$ cat src/hdl/lpcc_pkg.sv
// Package with the shared types, codes and defaults of the LED pulse channel controller.
package lpcc_pkg;

  localparam int LPCC_CHANNELS     = 8;
  localparam int LPCC_MAX_CHANNELS = 16;

  localparam logic [2:0] CMD_WRITE  = 3'd0;
  localparam logic [2:0] CMD_SELECT = 3'd1;
  localparam logic [2:0] CMD_BLOCK  = 3'd2;
  localparam logic [2:0] CMD_TICK   = 3'd3;

  localparam logic [2:0] ACT_OFF  = 3'd0;
  localparam logic [2:0] ACT_ON   = 3'd1;
  localparam logic [2:0] ACT_IDLE = 3'd2;
  localparam logic [2:0] ACT_POS  = 3'd3;
  localparam logic [2:0] ACT_NEG  = 3'd4;

  localparam logic [1:0] ST_OK       = 2'd0;
  localparam logic [1:0] ST_NOT_OPEN = 2'd1;
  localparam logic [1:0] ST_RANGE    = 2'd2;
  localparam logic [1:0] ST_UNKNOWN  = 2'd3;

  localparam logic REG_WRITE_ENABLE = 1'b0;
  localparam logic REG_PULSE_PERIOD = 1'b1;

  typedef struct packed {
    logic [2:0] cmd;
    logic [7:0] channel;
    logic [2:0] action;
    logic       block_on;
  } lpcc_in_t;

  typedef struct packed {
    logic [1:0]  status;
    logic        written;
    logic [15:0] led_levels;
  } lpcc_out_t;

  typedef struct packed {
    logic                         tick;
    logic [LPCC_MAX_CHANNELS-1:0] wr_mask;
    logic [LPCC_MAX_CHANNELS-1:0] blk_mask;
    logic [2:0]                   action;
  } lpcc_chan_ctl_t;

endpackage

$ cat src/hdl/lpcc_channel.sv
// One LED channel: pending action, hold countdown and drive level.
module lpcc_channel #(
  parameter int IDX = 0
) (
  input  logic                    clk,
  input  logic                    rst_n,
  input  lpcc_pkg::lpcc_chan_ctl_t ctl,
  input  logic [7:0]              pulse_period,
  output logic                    level_nxt
);

  logic [2:0] pending_r, pending_nxt;
  logic [7:0] hold_r, hold_nxt;
  logic       level_r;

  always_comb begin
    pending_nxt = pending_r;
    hold_nxt    = hold_r;
    level_nxt   = level_r;
    if (ctl.wr_mask[IDX]) begin
      pending_nxt = ctl.action;
    end else if (ctl.blk_mask[IDX]) begin
      pending_nxt = lpcc_pkg::ACT_OFF;
    end else if (ctl.tick) begin
      unique case (pending_r)
        lpcc_pkg::ACT_OFF, lpcc_pkg::ACT_ON: begin
          if (hold_r == 8'd0) begin
            level_nxt   = (pending_r == lpcc_pkg::ACT_ON);
            pending_nxt = lpcc_pkg::ACT_IDLE;
          end else begin
            hold_nxt = hold_r - 8'd1;
          end
        end
        lpcc_pkg::ACT_POS: begin
          hold_nxt    = pulse_period;
          level_nxt   = 1'b1;
          pending_nxt = lpcc_pkg::ACT_OFF;
        end
        lpcc_pkg::ACT_NEG: begin
          hold_nxt    = pulse_period;
          level_nxt   = 1'b0;
          pending_nxt = lpcc_pkg::ACT_ON;
        end
        default: begin
          pending_nxt = pending_r;
        end
      endcase
    end
  end

  always_ff @(posedge clk) begin
    if (!rst_n) begin
      pending_r <= lpcc_pkg::ACT_IDLE;
      hold_r    <= 8'd0;
      level_r   <= 1'b0;
    end else begin
      pending_r <= pending_nxt;
      hold_r    <= hold_nxt;
      level_r   <= level_nxt;
    end
  end

endmodule

$ cat src/hdl/lpcc_ctrl.sv
// Command decoder with the selected channel, the block mask and the result status.
module lpcc_ctrl #(
  parameter int CHANNELS = lpcc_pkg::LPCC_CHANNELS
) (
  input  logic                     clk,
  input  logic                     rst_n,
  input  logic                     accept,
  input  lpcc_pkg::lpcc_in_t       in_item,
  input  logic                     write_enable,
  output lpcc_pkg::lpcc_chan_ctl_t ctl,
  output logic [1:0]               status,
  output logic                     written
);

  logic [7:0]          selected_r, selected_nxt;
  logic [CHANNELS-1:0] blocked_r, blocked_nxt;
  logic [15:0]         blocked_pad;
  logic                sel_in_range;
  logic                chan_in_range;
  logic                wr_ok;

  assign blocked_pad   = 16'(blocked_r);
  assign sel_in_range  = selected_r < 8'(CHANNELS);
  assign chan_in_range = in_item.channel < 8'(CHANNELS);
  assign wr_ok = accept && (in_item.cmd == lpcc_pkg::CMD_WRITE) && (write_enable == 1'b1)
                 && sel_in_range;

  always_comb begin
    ctl.tick     = accept && (in_item.cmd == lpcc_pkg::CMD_TICK);
    ctl.action   = in_item.action;
    ctl.wr_mask  = '0;
    ctl.blk_mask = '0;
    for (int k = 0; k < CHANNELS; k++) begin
      ctl.wr_mask[k]  = wr_ok && (selected_r == 8'(k)) && !blocked_pad[k];
      ctl.blk_mask[k] = accept && (in_item.cmd == lpcc_pkg::CMD_BLOCK)
                        && in_item.block_on && (in_item.channel == 8'(k));
    end
    written = |ctl.wr_mask;
  end

  always_comb begin
    selected_nxt = selected_r;
    blocked_nxt  = blocked_r;
    status       = lpcc_pkg::ST_OK;
    unique case (in_item.cmd)
      lpcc_pkg::CMD_WRITE: begin
        if (write_enable == 1'b0) begin
          status = lpcc_pkg::ST_NOT_OPEN;
        end else if (!sel_in_range) begin
          status = lpcc_pkg::ST_RANGE;
        end
      end
      lpcc_pkg::CMD_SELECT: begin
        if (accept) begin
          selected_nxt = in_item.channel;
        end
      end
      lpcc_pkg::CMD_BLOCK: begin
        if (!chan_in_range) begin
          status = lpcc_pkg::ST_RANGE;
        end else if (accept) begin
          for (int k = 0; k < CHANNELS; k++) begin
            if (in_item.channel == 8'(k)) begin
              blocked_nxt[k] = in_item.block_on;
            end
          end
        end
      end
      lpcc_pkg::CMD_TICK: begin
        status = lpcc_pkg::ST_OK;
      end
      default: begin
        status = lpcc_pkg::ST_UNKNOWN;
      end
    endcase
  end

  always_ff @(posedge clk) begin
    if (!rst_n) begin
      selected_r <= 8'd0;
      blocked_r  <= '0;
    end else begin
      selected_r <= selected_nxt;
      blocked_r  <= blocked_nxt;
    end
  end

endmodule

$ cat src/hdl/led_pulse_channel_controller_unit.sv
// Top level of the LED pulse channel controller: configuration, channels and result register.
// The block takes one command transaction per clock cycle while in_ready is high and returns
// exactly one result transaction for it in the next cycle. Every command, including a tick
// that updates all CHANNELS channels in parallel, is decoded and applied when it is accepted,
// and the result (status, written flag and the drive levels after the command) is held in an
// output register; a new command is accepted whenever that register is empty or is being read
// in the same cycle, so the sustained rate is one transaction per cycle while the result side
// keeps up. Configuration writes take effect at the clock edge at which cfg_we is high.
module led_pulse_channel_controller_unit #(
  parameter int CHANNELS = lpcc_pkg::LPCC_CHANNELS
) (
  input  logic                clk,
  input  logic                rst_n,
  input  logic                in_valid,
  output logic                in_ready,
  input  lpcc_pkg::lpcc_in_t  in_data,
  output logic                out_valid,
  input  logic                out_ready,
  output lpcc_pkg::lpcc_out_t out_data,
  input  logic                cfg_we,
  input  logic                cfg_index,
  input  logic [7:0]          cfg_wdata
);

  logic                     write_enable_r;
  logic [7:0]               pulse_period_r;
  logic                     accept;
  lpcc_pkg::lpcc_chan_ctl_t ctl;
  logic [1:0]               status;
  logic                     written;
  logic [CHANNELS-1:0]      levels_nxt;
  logic                     out_valid_r, out_valid_nxt;
  lpcc_pkg::lpcc_out_t      out_data_r;

  assign in_ready  = !out_valid_r || out_ready;
  assign accept    = in_valid && in_ready;
  assign out_valid = out_valid_r;
  assign out_data  = out_data_r;

  always_ff @(posedge clk) begin
    if (!rst_n) begin
      write_enable_r <= 1'b0;
      pulse_period_r <= 8'd0;
    end else if (cfg_we) begin
      unique case (cfg_index)
        lpcc_pkg::REG_WRITE_ENABLE: write_enable_r <= cfg_wdata[0];
        lpcc_pkg::REG_PULSE_PERIOD: pulse_period_r <= cfg_wdata;
        default:                    pulse_period_r <= pulse_period_r;
      endcase
    end
  end

  lpcc_ctrl #(
    .CHANNELS(CHANNELS)
  ) u_ctrl (
    .clk         (clk),
    .rst_n       (rst_n),
    .accept      (accept),
    .in_item     (in_data),
    .write_enable(write_enable_r),
    .ctl         (ctl),
    .status      (status),
    .written     (written)
  );

  for (genvar g = 0; g < CHANNELS; g++) begin : g_chan
    lpcc_channel #(
      .IDX(g)
    ) u_chan (
      .clk         (clk),
      .rst_n       (rst_n),
      .ctl         (ctl),
      .pulse_period(pulse_period_r),
      .level_nxt   (levels_nxt[g])
    );
  end

  always_comb begin
    if (accept) begin
      out_valid_nxt = 1'b1;
    end else if (out_ready) begin
      out_valid_nxt = 1'b0;
    end else begin
      out_valid_nxt = out_valid_r;
    end
  end

  always_ff @(posedge clk) begin
    if (!rst_n) begin
      out_valid_r <= 1'b0;
    end else begin
      out_valid_r <= out_valid_nxt;
    end
  end

  always_ff @(posedge clk) begin
    if (accept) begin
      out_data_r.status     <= status;
      out_data_r.written    <= written;
      out_data_r.led_levels <= 16'(levels_nxt);
    end
  end

endmodule

$ cat config.mk
export PLATFORM = sky130hd
export DESIGN_NAME = led_pulse_channel_controller_unit
export DESIGN_NICKNAME = d
export VERILOG_FILES = /design/src/hdl/lpcc_pkg.sv /design/src/hdl/lpcc_channel.sv /design/src/hdl/lpcc_ctrl.sv /design/src/hdl/led_pulse_channel_controller_unit.sv
export SDC_FILE = /design/constraint.sdc
export NUM_CORES = 1
export LEC_CHECK = 0
export BUFFER_PORTS_ARGS = -buffer_cell sky130_fd_sc_hd__buf_2
export CORE_MARGIN = 5
export CORE_UTILIZATION = 53
export CTS_CLUSTER_DIAMETER = 60
export DETAILED_ROUTE_END_ITERATION = 6
export PLACE_DENSITY = 0.78
export SLEW_MARGIN = 15
export SYNTH_ARGS = -nofsm -noshare
export SYNTH_HDL_FRONTEND = slang
export SYNTH_SLANG_ARGS = --single-unit
$ cat constraint.sdc
create_clock -name clk -period 2.5 [get_ports clk]
set_input_delay 0.25 -clock clk [delete_from_list [all_inputs] [get_ports clk]]
set_output_delay 0.25 -clock clk [all_outputs]
set_load 0.005 [all_outputs]
==> key figures <==
Setup path
  – CP Capture Type: flop
  – Most numerous cell on the critical path: buf_4
  – Critical path arrival: approximately 2.6 ns
  – Worst setup SP type: flop
  – Worst EP required: between 2 and 3 ns
  – Slowest cell on crit path: o311ai_2
  – Worst reg2reg path depth: 9
  – Crit-path leading delay family: compound AO/OA/AOI/OAI gates
  – Slowest stage delay, CP: between 0.6 and 0.7 ns
  – Critical path fanouts, max: 11
  – Crit path kind: flop to flop
  – CP bufs+invs: 3
  – CP Depth: 9
  – CP cell instances: inv_1 -> ha_1 -> nor4b_1 -> buf_4 -> nand2_1 -> o311ai_2 -> buf_4 -> a211o_1 -> a21oi_1

Synth
  – Synth unique cells: 72
  – Cells after synthesis: 1037
  – Synth Warn #: 0
  – Sequential fraction of the synthesis area: around 34%
  – Post-synth EDFFs: 11
  – Area share of the largest cell type after synthesis: 29.8%
  – Top post-synthesis cells by area: dfxtp_1 30%, a21oi_1 6.9%, nand2_1 4.8%
  – Most common cell in the netlist: dfxtp_1
  – Synth area leader: dfxtp_1
  – Synth async-reset ratio: 0%
  – Most common library cells after synthesis: 122 x dfxtp_1, 113 x a21oi_1, 104 x nand2_1
  – Synth Area per Inst: between 7 and 8 sq um
  – #FFs+latches synth: between 100 and 150
  – Cell area after synthesis: slightly above 8000 sq um
  – Prevailing post-synth register cell: dfxtp_1

Power and ir drop
  – Int Power: around 3700 uW
  – Pwr dens: 522 nW/um^2
  – Leakage power: 0.00364 uW
  – Part of the power in registers: between 40 and 50%
  – Maximum VDD drop: roughly 510 uV
  – Clock power frac: approximately half
  – Sw power: approximately 1100 uW
  – Comb power frac: between 5 and 6%
  – Sw Ratio: between 20% and 30%

CTS
  – Buffer count from post-CTS setup fixing: 0
  – PostCTS Resize Cnt: 0
  – CTS tree: done
  – Number of H-tree levels: 4
  – Longest Clk Path Bufs: 2
  – Clk sink count: around 130
  – CTS hold repair buffers: 0
  – Clock transition at path regs: about 0.060 ns
  – Clock latency on the worst-skew pair: between 0.4 and 0.5 ns
  – Root buf cell: clkbuf_16
  – TritonCTS Buffers: 17

Drt
  – Routed WL: 22800 microns
  – Drc violations: 0
  – DRT antenna net count: 0
  – Drt wl/cell: between 15 and 20 microns
  – Detailed-route via count: about 8k
  – Drt pass-1 iters: 5
  – DRT iter0 DRCs: roughly 640
  – Via density: about 6.4

Global routing
  – First-pass GRT wire length: 37200 microns
  – Largest net degree at the start of global routing: 55
  – All-layer global routing usage: 25.3%
  – Vias in the first global route: roughly 7.5k
  – Initial antenna violation count: 1
  – Total gr overflow: 0

Place
  – Number of port buffers: around 40
  – Placed Area: ~8600 sq um
  – Final HPWL DP: ~15000 microns
  – GP Congestion: 0.951
  – Pre-CTS WS: between 0.2 and 0.3 ns

Layout
  – Fillers: 1358
  – Nets: approximately 1.1k
  – Area grow syn2layout: 12.0%
  – Ant. Diodes: 0
  – Final instance area: between 9000 and 10000 sq um
  – Post-layout util: between 60% and 70%
  – FF+latch area: around 2800 sq um
  – Share of cells above drive strength 1: ~13%
  – Multi-input logic area: around 5000 sq um

Floorplanning
  – Die Footprint: 18100 sq um
  – Top Ports: 50
  – Die Span Y: ~130 microns
  – Die width: 134 microns
  – Initial Util: 53.9%
  – Row cnt: 45
  – Core ar.: 15200 sq um

Timing
  – Worst slew pin tran: approximately 0.76 ns
  – F_max: approximately 440 MHz
  – Setup ws final: between 0.2 and 0.25 ns
  – Setup TNS: 0 ns
  – Skew final: 0.00641 ns
  – Fin. max-slew vios: 0
  – Max-Slew Margin vs Limit: 49.0%
  – Final hold vios: 0
  – Fin Hold WS: 0.0718 ns
  – Final period util: 91.7%
  – Final min period: about 2.3 ns
  – RSZ-0062 raised after global routing: no
  – Count of final setup violators: 0

Run
  – Number of max-cap violations: 0

Hold path
  – Worst Hold Class: input port to flop
  – Hold depth: 3

Outcome
  – Outcome: finished, final reports clean
## tightest hold or removal path, delay by kind of cell
kind                   cells  cell delay (ns)
and+or+nand+nor            1             0.05
buffers and inverters      1             0.09
AOI/OAI and AO/OA          1             0.05
## per-layer routing
metal,track usage (%),up-vias,share of wire [%]
li1,-,3905,-
met1,31.5,3799,42
met2,42.3,324,48
met3,5.36,74,6.3
met4,11.3,0,3.4
met5,0,-,0
## power by group through the flow
stage,clock network (uW),registers [uW],logic [uW]
floorplan,0,2220,155
global placement,0,2250,245
detailed placement,0,2250,247
CTS,2360,2200,248
global route,2460,2200,269
finish,2340,2200,253
## cells in the final DEF, fill, tap and decap left out, types with 30 or more instances in the layout
cell type / netlist / layout
a21oi_1: 113 / 113
buf_2: 10 / 41
buf_4: 10 / 39
dfxtp_1: 122 / 122
inv_1: 30 / 30
nand2_1: 104 / 104
nand3_1: 33 / 33
nor2_1: 86 / 86
nor3_1: 41 / 41
o21ai_0: 40 / 40
## kinds of logic (layout without fill, tap and decap cells)
group | Yosys count | count (layout) | share of synthesized area, %
AO/OA/AOI/OAI | 322 | 322 | 26.1
adder cells (fa/ha/maj) | 16 | 16 | 2.44
buffers and inverters | 113 | 146 | 5.80
flip-flops | 133 | 133 | 33.8
multiplexers | 25 | 25 | 3.22
other | 1 | 8 | 0.0458
AND/OR/NAND/NOR | 427 | 427 | 28.6
## state kept, by name, summed over array words and instances (netlist names)
signal                   flops
g_chan.u_chan.level_r        8
out_valid                    1
write_enable_r               1
g_chan.u_chan.pending_r     24
g_chan.u_chan.hold_r        64
pulse_period_r               8
u_ctrl.selected_r            8
out_data                    11
u_ctrl.blocked_r             8
## per-stage QoR
stage               total power, uW  instances
floorplan                      2380       1044
global placement               2490       1233
detailed placement             2490       1233
CTS                            4810       1265
global route                   4930       1265
finish                         4790       1265
## final timing paths
path              slack, ns                               startpoint                                 endpoint
setup / recovery       0.21  g_chan[6].u_chan.hold_r[1]$_SDFFE_PN0P_  g_chan[6].u_chan.hold_r[1]$_SDFFE_PN0P_
hold / removal         0.07                             cfg_wdata[5]           pulse_period_r[5]$_SDFFE_PN0P_
setup reg to reg       0.21  g_chan[6].u_chan.hold_r[1]$_SDFFE_PN0P_  g_chan[6].u_chan.hold_r[1]$_SDFFE_PN0P_
hold reg to reg        0.47  g_chan[1].u_chan.hold_r[1]$_SDFFE_PN0P_  g_chan[1].u_chan.hold_r[1]$_SDFFE_PN0P_
## cell type report
cell class | count | share of cell area, %
Clock buffer | 27 | 5.26
Clock inverter | 5 | 0.573
Inverter | 32 | 1.31
Multi-Input combinational cell | 798 | 54.2
Sequential cell | 133 | 30.2
Tap cell | 188 | 2.56
Timing Repair Buffer | 82 | 5.86
Power figures use the tool's default switching activity.
